File: src/rtl/core/bcrc_pkg.sv
// ----------------------------------------------------------------------------
// bcrc_pkg: shared types, codes and crc helpers for the block record checker
// beat structs, result kinds, status codes and per-byte crc update functions
// ----------------------------------------------------------------------------
package bcrc_pkg;

  // config port
  localparam int CfgIndexWidth = 1;
  localparam int CfgDataWidth  = 32;
  localparam logic [CfgIndexWidth-1:0] CFG_FILE_CRC  = 1'b0;
  localparam logic [CfgIndexWidth-1:0] CFG_FORMAT_ID = 1'b1;

  // result queue
  localparam int QueueDepth    = 4;
  localparam int QueuePtrWidth = $clog2(QueueDepth);
  localparam int QueueCntWidth = $clog2(QueueDepth + 1);

  // crc constants
  localparam logic [15:0] Crc16Init = 16'hFFFF;
  localparam logic [15:0] Crc16Poly = 16'h1021;
  localparam logic [31:0] Crc32Init = 32'hFFFF_FFFF;
  localparam logic [31:0] Crc32Poly = 32'hEDB8_8320;

  // result kinds
  localparam logic [1:0] KIND_DATA   = 2'd0;
  localparam logic [1:0] KIND_RECORD = 2'd1;
  localparam logic [1:0] KIND_FINAL  = 2'd2;

  // final status codes
  localparam logic [2:0] ST_OK         = 3'd0;
  localparam logic [2:0] ST_FILE_CRC   = 3'd1;
  localparam logic [2:0] ST_HDR_TRUNC  = 3'd2;
  localparam logic [2:0] ST_DATA_TRUNC = 3'd3;
  localparam logic [2:0] ST_BLOCK_CRC  = 3'd4;

  typedef struct packed {
    logic [7:0] data_byte;
    logic       end_of_area;
  } bcrc_in_t;

  typedef struct packed {
    logic [1:0]  kind;
    logic [7:0]  out_byte;
    logic [31:0] block_address;
    logic [31:0] block_length;
    logic [15:0] trailer_crc;
    logic        block_crc_ok;
    logic [2:0]  status;
    logic        all_blocks_verified;
    logic        run_last;
  } bcrc_out_t;

  // up to two results written by the parser in one cycle, second only with first
  typedef struct packed {
    logic      first_valid;
    logic      second_valid;
    bcrc_out_t first;
    bcrc_out_t second;
  } bcrc_push_t;

  // crc-16/ccitt-false, msb first
  function automatic logic [15:0] crc16_byte(input logic [15:0] crc_in,
                                             input logic [7:0]  b);
    logic [15:0] c;
    c = crc_in ^ {b, 8'h00};
    for (int i = 0; i < 8; i++) begin
      c = c[15] ? ({c[14:0], 1'b0} ^ Crc16Poly) : {c[14:0], 1'b0};
    end
    return c;
  endfunction

  // reflected crc-32, lsb first
  function automatic logic [31:0] crc32_byte(input logic [31:0] crc_in,
                                             input logic [7:0]  b);
    logic [31:0] c;
    c = crc_in ^ {24'h0, b};
    for (int i = 0; i < 8; i++) begin
      c = c[0] ? ({1'b0, c[31:1]} ^ Crc32Poly) : {1'b0, c[31:1]};
    end
    return c;
  endfunction

endpackage

File: src/rtl/core/bcrc_parser.sv
// ----------------------------------------------------------------------------
// bcrc_parser: input register plus one-pass block parser and crc update
// splits the byte stream into address, length, data and crc fields
// ----------------------------------------------------------------------------
module bcrc_parser (
  input  logic                clk,
  input  logic                rst,
  input  logic                in_valid,
  output logic                in_stall,
  input  bcrc_pkg::bcrc_in_t  in_data,
  input  logic [31:0]         expected_file_crc,
  input  logic [7:0]          format_id,
  input  logic                room,
  output bcrc_pkg::bcrc_push_t push
);
  import bcrc_pkg::*;

  typedef enum logic [1:0] {PH_ADDR, PH_LEN, PH_DATA, PH_CRC} phase_t;

  logic        s1_valid;
  bcrc_in_t    s1_beat;
  logic        adv;

  phase_t      phase, phase_next;
  logic [31:0] byte_count, byte_count_next;
  logic [31:0] address_reg, address_reg_next;
  logic [31:0] length_reg, length_reg_next;
  logic [15:0] block_crc, block_crc_next;
  logic [31:0] file_crc, file_crc_next;
  logic [15:0] trailer_reg, trailer_reg_next;
  logic [2:0]  first_error, first_error_next;
  logic        verified_flag, verified_flag_next;

  logic [7:0]  b;
  logic [15:0] stored_shift;
  logic        data_hit, rec_hit, crc_ok;
  logic [2:0]  final_status;
  bcrc_out_t   main_res, final_res;

  assign b        = s1_beat.data_byte;
  assign adv      = s1_valid && room;
  assign in_stall = s1_valid && !room;
  assign stored_shift = {trailer_reg[7:0], b};

  always_comb begin
    phase_next          = phase;
    byte_count_next     = byte_count;
    address_reg_next    = address_reg;
    length_reg_next     = length_reg;
    block_crc_next      = block_crc;
    trailer_reg_next    = trailer_reg;
    first_error_next    = first_error;
    verified_flag_next  = verified_flag;
    file_crc_next       = crc32_byte(file_crc, b);
    data_hit            = 1'b0;
    rec_hit             = 1'b0;
    crc_ok              = 1'b0;

    case (phase)
      PH_ADDR: begin
        address_reg_next = {address_reg[23:0], b};
        if (byte_count == 32'd3) begin
          phase_next      = PH_LEN;
          byte_count_next = '0;
        end else begin
          byte_count_next = byte_count + 32'd1;
        end
      end
      PH_LEN: begin
        length_reg_next = {length_reg[23:0], b};
        if (byte_count == 32'd3) begin
          // empty block skips straight to its crc
          phase_next      = (length_reg_next == '0) ? PH_CRC : PH_DATA;
          byte_count_next = '0;
        end else begin
          byte_count_next = byte_count + 32'd1;
        end
      end
      PH_DATA: begin
        data_hit       = 1'b1;
        block_crc_next = crc16_byte(block_crc, b);
        if (byte_count + 32'd1 == length_reg) begin
          phase_next      = PH_CRC;
          byte_count_next = '0;
        end else begin
          byte_count_next = byte_count + 32'd1;
        end
      end
      PH_CRC: begin
        trailer_reg_next = stored_shift;
        if (byte_count == 32'd1) begin
          rec_hit = 1'b1;
          crc_ok  = (block_crc == stored_shift);
          if (!crc_ok) begin
            if (format_id == 8'd0) begin
              if (first_error == ST_OK) begin
                first_error_next = ST_BLOCK_CRC;
              end
            end else begin
              verified_flag_next = 1'b0;
            end
          end
          phase_next          = PH_ADDR;
          byte_count_next     = '0;
          address_reg_next    = '0;
          length_reg_next     = '0;
          trailer_reg_next    = '0;
          block_crc_next      = Crc16Init;
        end else begin
          byte_count_next = byte_count + 32'd1;
        end
      end
      default: begin
      end
    endcase

    // final status from the state after this byte
    if ((file_crc_next ^ Crc32Init) != expected_file_crc) begin
      final_status = ST_FILE_CRC;
    end else if (first_error_next != ST_OK) begin
      final_status = first_error_next;
    end else if (phase_next == PH_ADDR && byte_count_next == '0) begin
      final_status = ST_OK;
    end else begin
      case (phase_next)
        PH_DATA: final_status = (byte_count_next < 32'd2) ? ST_HDR_TRUNC : ST_DATA_TRUNC;
        PH_CRC: begin
          final_status = (length_reg_next == '0 ||
                          (length_reg_next == 32'd1 && byte_count_next == '0))
                         ? ST_HDR_TRUNC : ST_DATA_TRUNC;
        end
        default: final_status = ST_HDR_TRUNC;
      endcase
    end

    main_res       = '0;
    main_res.kind  = data_hit ? KIND_DATA : KIND_RECORD;
    if (data_hit) begin
      main_res.out_byte = b;
    end else begin
      main_res.block_address = address_reg;
      main_res.block_length  = length_reg;
      main_res.trailer_crc   = stored_shift;
      main_res.block_crc_ok  = crc_ok;
    end
    main_res.run_last = !s1_beat.end_of_area;

    final_res                     = '0;
    final_res.kind                = KIND_FINAL;
    final_res.status              = final_status;
    final_res.all_blocks_verified = verified_flag_next;
    final_res.run_last            = 1'b1;

    push.first_valid  = adv && (data_hit || rec_hit || s1_beat.end_of_area);
    push.second_valid = adv && (data_hit || rec_hit) && s1_beat.end_of_area;
    push.first        = (data_hit || rec_hit) ? main_res : final_res;
    push.second       = final_res;

    // end of area starts a fresh stream
    if (s1_beat.end_of_area) begin
      phase_next          = PH_ADDR;
      byte_count_next     = '0;
      address_reg_next    = '0;
      length_reg_next     = '0;
      block_crc_next      = Crc16Init;
      file_crc_next       = Crc32Init;
      trailer_reg_next    = '0;
      first_error_next    = ST_OK;
      verified_flag_next  = 1'b1;
    end
  end

  always_ff @(posedge clk) begin
    if (rst) begin
      s1_valid       <= 1'b0;
      phase          <= PH_ADDR;
      byte_count     <= '0;
      address_reg    <= '0;
      length_reg     <= '0;
      block_crc      <= Crc16Init;
      file_crc       <= Crc32Init;
      trailer_reg    <= '0;
      first_error    <= ST_OK;
      verified_flag  <= 1'b1;
    end else begin
      if (in_valid && !in_stall) begin
        s1_valid <= 1'b1;
      end else if (adv) begin
        s1_valid <= 1'b0;
      end
      if (adv) begin
        phase          <= phase_next;
        byte_count     <= byte_count_next;
        address_reg    <= address_reg_next;
        length_reg     <= length_reg_next;
        block_crc      <= block_crc_next;
        file_crc       <= file_crc_next;
        trailer_reg    <= trailer_reg_next;
        first_error    <= first_error_next;
        verified_flag  <= verified_flag_next;
      end
    end
  end

  always_ff @(posedge clk) begin
    if (in_valid && !in_stall) begin
      s1_beat <= in_data;
    end
  end

endmodule

File: config.mk
export PLATFORM = sky130hd
export DESIGN_NAME = bcrc_parser
export DESIGN_NICKNAME = d
export VERILOG_FILES = /design/src/rtl/core/bcrc_pkg.sv /design/src/rtl/core/bcrc_parser.sv
export SDC_FILE = /design/constraint.sdc
export NUM_CORES = 1
export LEC_CHECK = 0
export BUFFER_PORTS_ARGS = -buffer_cell sky130_fd_sc_hd__buf_2
export CAP_MARGIN = 10
export CELL_PAD_IN_SITES_DETAIL_PLACEMENT = 0
export CELL_PAD_IN_SITES_GLOBAL_PLACEMENT = 2
export CORE_MARGIN = 2
export CORE_UTILIZATION = 32
export CTS_BUF_LIST = sky130_fd_sc_hd__clkbuf_4 sky130_fd_sc_hd__clkbuf_8 sky130_fd_sc_hd__clkbuf_16
export DETAILED_ROUTE_END_ITERATION = 7
export PLACE_DENSITY_LB_ADDON = 0.2
export SETUP_SLACK_MARGIN = 0.05
export SLEW_MARGIN = 20
export SYNTH_ARGS = -nofsm -noshare
export SYNTH_HDL_FRONTEND = slang
export SYNTH_SLANG_ARGS = --single-unit
File: constraint.sdc
create_clock -name clk -period 5.4 [get_ports clk]
set_clock_uncertainty 0.05 [all_clocks]
set_input_delay 0.81 -clock clk [delete_from_list [all_inputs] [get_ports clk]]
set_output_delay 0.81 -clock clk [all_outputs]
set_load 0.05 [all_outputs]
After elaboration in Yosys (flattened, before gate mapping):

Index checks and enable logic that the tools add are counted.

* bitwise gates (word level): 19
* div/mod/pow operators: 0
* muxes and demuxes: 69
* $lt $le $gt $ge: 1
* reductions and logical operators: 30
* $add $sub $neg: 1
* shifts and indexed selects: 0
* equality and inequality tests: 12
* multiply operators: 0

Operators with widths (count)
* 2-to-1 mux 32 bit: 17
* case mux 32 bit (2 select lines): 2
* NOT 13 -> 14 bit: 8
* 2-to-1 mux 13 bit: 8
* logical NOT 32 bit: 3
* 2-to-1 mux 96 bit: 1
* case mux 32 bit (3 select lines): 1
* 2-to-1 mux 81 bit: 1
* == test 32 x 1 -> 1 bit (second input constant): 2
* adder 32 x 1 -> 32 bit (second input constant): 1
* == test 32 x 2 -> 1 bit (second input constant): 1
* == test 32 bit: 1
* less-than comparator 32 x 2 -> 1 bit (second input constant): 1
* 2-to-1 mux 16 bit: 2
* 2-to-1 mux 8 bit: 4
* != test 32 bit: 1
* NOT 32 bit: 1
* case mux 16 bit (2 select lines): 1
* bitwise XOR 32 x 8 -> 32 bit: 1
* 2-to-1 mux 3 bit: 8
* NOT 3 bit: 8
* == test 16 bit: 1
* 2-to-1 mux 1 bit: 16
* bitwise XOR 16 bit: 1
* other kinds (17): 41

* memories: 0
* bits in latches: 0
* ROM bits: 0
* flip-flop bits (word level): 168
* bits in writable memories: 0
* output and inout bits: 195
* input bits: 53

Longest topological paths before layout:

* depth in word-level cells: 21
* mapped depth: 16
* gate-level depth less buffers: 12

Worst setup path before layout:

Ideal clock, no wire load.

* kind: register to output
* from: reg byte_count[1]
* to: out push[2] in the netlist's numbering
* stages on the path, launching flop included: 15
* required time: 4.540 ns
* path buffers: 3
* data arrival time: 4.735 ns
* slack: -0.195 ns
* path through: dfxtp_1 > ha_1 > buf_2 > nand3_1 > or4_4 > buf_6 > or3_1 > xor2_1 > o2111ai_1 > or4_1 > or2_1 > buf_6 > o31ai_1 > a21oi_1 > o31ai_1

RTL lines
* start, declared: RTL line bcrc_parser.sv:25 `logic [31:0] byte_count, byte_count_next;`
* start signal, assigned: RTL line bcrc_parser.sv:193 `byte_count <= byte_count_next;`
* end, declared: RTL line bcrc_parser.sv:14 `output bcrc_pkg::bcrc_push_t push`

==> flow_summary.json <==
{
  "status": "complete, no violations",
  "hold_ws_ns": 0.397,
  "ioPinCount": 248,
  "synth_seq_cells": 168,
  "max-cap-violations": 0,
  "hold_violations": 0,
  "ctsHoldBuffers": 0,
  "setup_tns_ns": 0,
  "syn_avg_cell_area_um2": 8.00,
  "max_stage_delay_ns": 0.53,
  "synth_edf_count": 9,
  "powerDensity_nw_per_um2": 254,
  "htreeDepth": 4,
  "syn_inst": 1422,
  "drive_gt1_share_pct": 20.7,
  "firstDrtPassIters": 5,
  "final-setup-viol-count": 0,
  "ir_drop_uv": 232,
  "overflow": 0,
  "yosysTopAreaCell": "dfxtp_1",
  "worst_pin_slew_ns": 1.09,
  "die_w_um": 193,
  "rsz0062_at_grt": "no",
  "yosysWarnings": 0,
  "diodes": 0,
  "coreArea_um2": 35300,
  "yosys.area.top_type_share_pct": 28.0,
  "utilization_pct": 37.8,
  "area_growth_pct": 17.4,
  "remaining_drc_errors": 0,
  "period_minus_slack_ns": 5.25,
  "fin_nets": 1631,
  "grtUsageTotal_pct": 21.5,
  "r2r_cells": 14,
  "slew_headroom_pct": 27.1,
  "synth_xor_area_share_pct": 15.9,
  "via_per_inst": 5.08,
  "synthSimpleGateAreaFrac_pct": 26.6,
  "place.gp.congestion": 0.900,
  "async_reset_ff_share_pct": 0,
  "clkTransAtPathRegs_ns": 0.07,
  "start_util_pct": 32.2,
  "synth-seq-area-share_pct": 30.4,
  "grt_pass1_vias": 9648,
  "worst-path-max-fanout": 7,
  "antenna_found_initial": 0,
  "portBuffers": 155,
  "synth_area_leaders": "dfxtp_1 28%, xnor2_1 8.8%, buf_4 6.3%, xor2_1 5.5%, and2_1 5.2%",
  "clk_path_buf_depth": 2,
  "cp_cell_sequence": "buf_4, nand4_4, buf_4, or4_4, or4_4, nand3_1, nand4b_1, or4_4, or2_4, o31a_1, a311oi_4, and2_4, buf_8",
  "grt_pass1_wl_um": 59800,
  "cts.sinks": 168,
  "worst_ep_arrival_time_ns": 4.39,
  "ys_types": 76,
  "synthMuxAreaShare_pct": 0.440,
  "fp.dieH_um": 193,
  "vias": 10420,
  "cts_tree": "built",
  "dr.first_iter.drc_count": 746,
  "wl_per_cell_um": 19.6,
  "wl_um": 40100,
  "synth_top_family_by_area": "simple AND/OR/NAND/NOR gates",
  "cp-end-kind": "output pin",
  "dieArea_um2": 37100,
  "power.leakage_uw": 0.00543,
  "crit_slowest_cell": "or4_4",
  "syn_area_um2": 11400,
  "grt_max_degree": 80,
  "cpMostUsedCell": "or4_4",
  "slew_viol_final": 0,
  "clock.fmax_mhz": 191,
  "required_ns": 4.54,
  "cts_buffers": 17,
  "startpoint_type": "flip-flop",
  "min_path_type": "reg -> reg",
  "fp-row-count": 69,
  "whs_path_depth": 2,
  "synth_compound_area_share_pct": 15.8,
  "critPathKind": "reg -> out",
  "clockRootBuffer": "clkbuf_16",
  "postRouteAntennaNets": 0,
  "synthFlopType": "dfxtp_1",
  "hpwlAfterDp_um": 29300,
  "synth_fa_ha_area_share_pct": 0.220,
  "clock_latency_ns": 0.46,
  "fin_crit_sh_pct": 97.2
}
[worst max-delay path: cells and delay by family, from the launching register on]
family / cells / cell delay [ns]
buffers and inverters: 3 / 0.48
AOI/OAI and AO/OA: 2 / 0.65
DFF: 1 / 0.38
and+or+nand+nor: 8 / 2.41
[power by group]
| group | total [µW] | internal, µW | switching, µW |
|---|---|---|---|
| registers | 1300 | 1280 | 27.0 |
| logic | 776 | 269 | 507 |
| clock network | 1310 | 692 | 622 |
| total | 3390 | 2240 | 1160 |
[through the flow]
stage	cells	total power (µW)	area (µm²)	setup WS [ns]
floorplan	1512	1980	11700	0.144
global placement	2000	2110	12500	0.305
detailed placement	2000	2110	12500	0.235
CTS	2038	3430	13200	0.0586
global route	2050	3550	13400	0.0424
finish	2050	3390	13400	0.151
[cells by family after synthesis]
logic type               count (synthesis)
AND/OR/NAND/NOR                        572
adder cells (fa/ha/maj)                  2
other                                    2
multiplexers                             5
flip-flops                             168
buffers and inverters                  214
XOR/XNOR                               193
AO/OA/AOI/OAI                          266
[cells in the mapped netlist (all sizes together) (24+ instances only)]
cell / count
dfxtp: 159
nand2: 139
buf: 114
xnor2: 114
nor2: 97
and2: 94
clkbuf: 85
a21oi: 71
xor2: 71
nand3: 61
a22oi: 41
nor3: 33
nor4: 32
nand4: 31
o211ai: 31
o21ai: 31
nand2b: 27
a31oi: 24
[cell usage in the layout, fill, tap and decap left out, types with 27 or more instances in the layout]
cell      netlist  routed
a21oi_1        69      67
a22oi_1        41      41
and2_1         94      93
buf_2           9     152
buf_4          96      87
conb_1          2      92
dfxtp_1       159     152
nand2_1       139     138
nand2b_1       27      27
nand3_1        61      60
nand4_1        28      28
nor2_1         97      95
nor3_1         33      32
o211ai_1       31      31
o21ai_0        30      30
xnor2_1       114     114
xor2_1         71      70
[layout make-up]
cell class	count	area [µm²]
clock inverters	14	169
multi-input cells	1130	7170
inverters	15	56.3
flip-flops and latches	168	3460
clock buffers	18	450
fillers	3743	22000
well taps	461	577
repair buffers	244	1470
[worst paths after layout]
check,slack [ns],startpoint,to
setup / recovery,0.15,byte_count[0],push[99]
hold / removal,0.40,address_reg[28],address_reg[28]
setup reg to reg,1.08,byte_count[0],byte_count[30]
hold reg to reg,0.40,address_reg[28],address_reg[28]
[timing repair]
item / in CTS / in global routing
setup buffers: 6 / 12
endpoints found under the setup margin: 4 / 4
gates resized for setup: 9 / 25
pin swaps: 2 / 11
[routing by layer]
| metal | track usage [%] | wire length [µm] | vias up | share of wire, % |
|---|---|---|---|---|
| met5 | 0 | 0 | - | 0 |
| met4 | 7.78 | 1170 | 0 | 2.9 |
| met3 | 4.16 | 2280 | 59 | 5.7 |
| met2 | 33.9 | 18400 | 326 | 46 |
| met1 | 29.2 | 18200 | 4930 | 45 |
| li1 | - | - | 5105 | - |
Power figures use the tool's default switching activity.
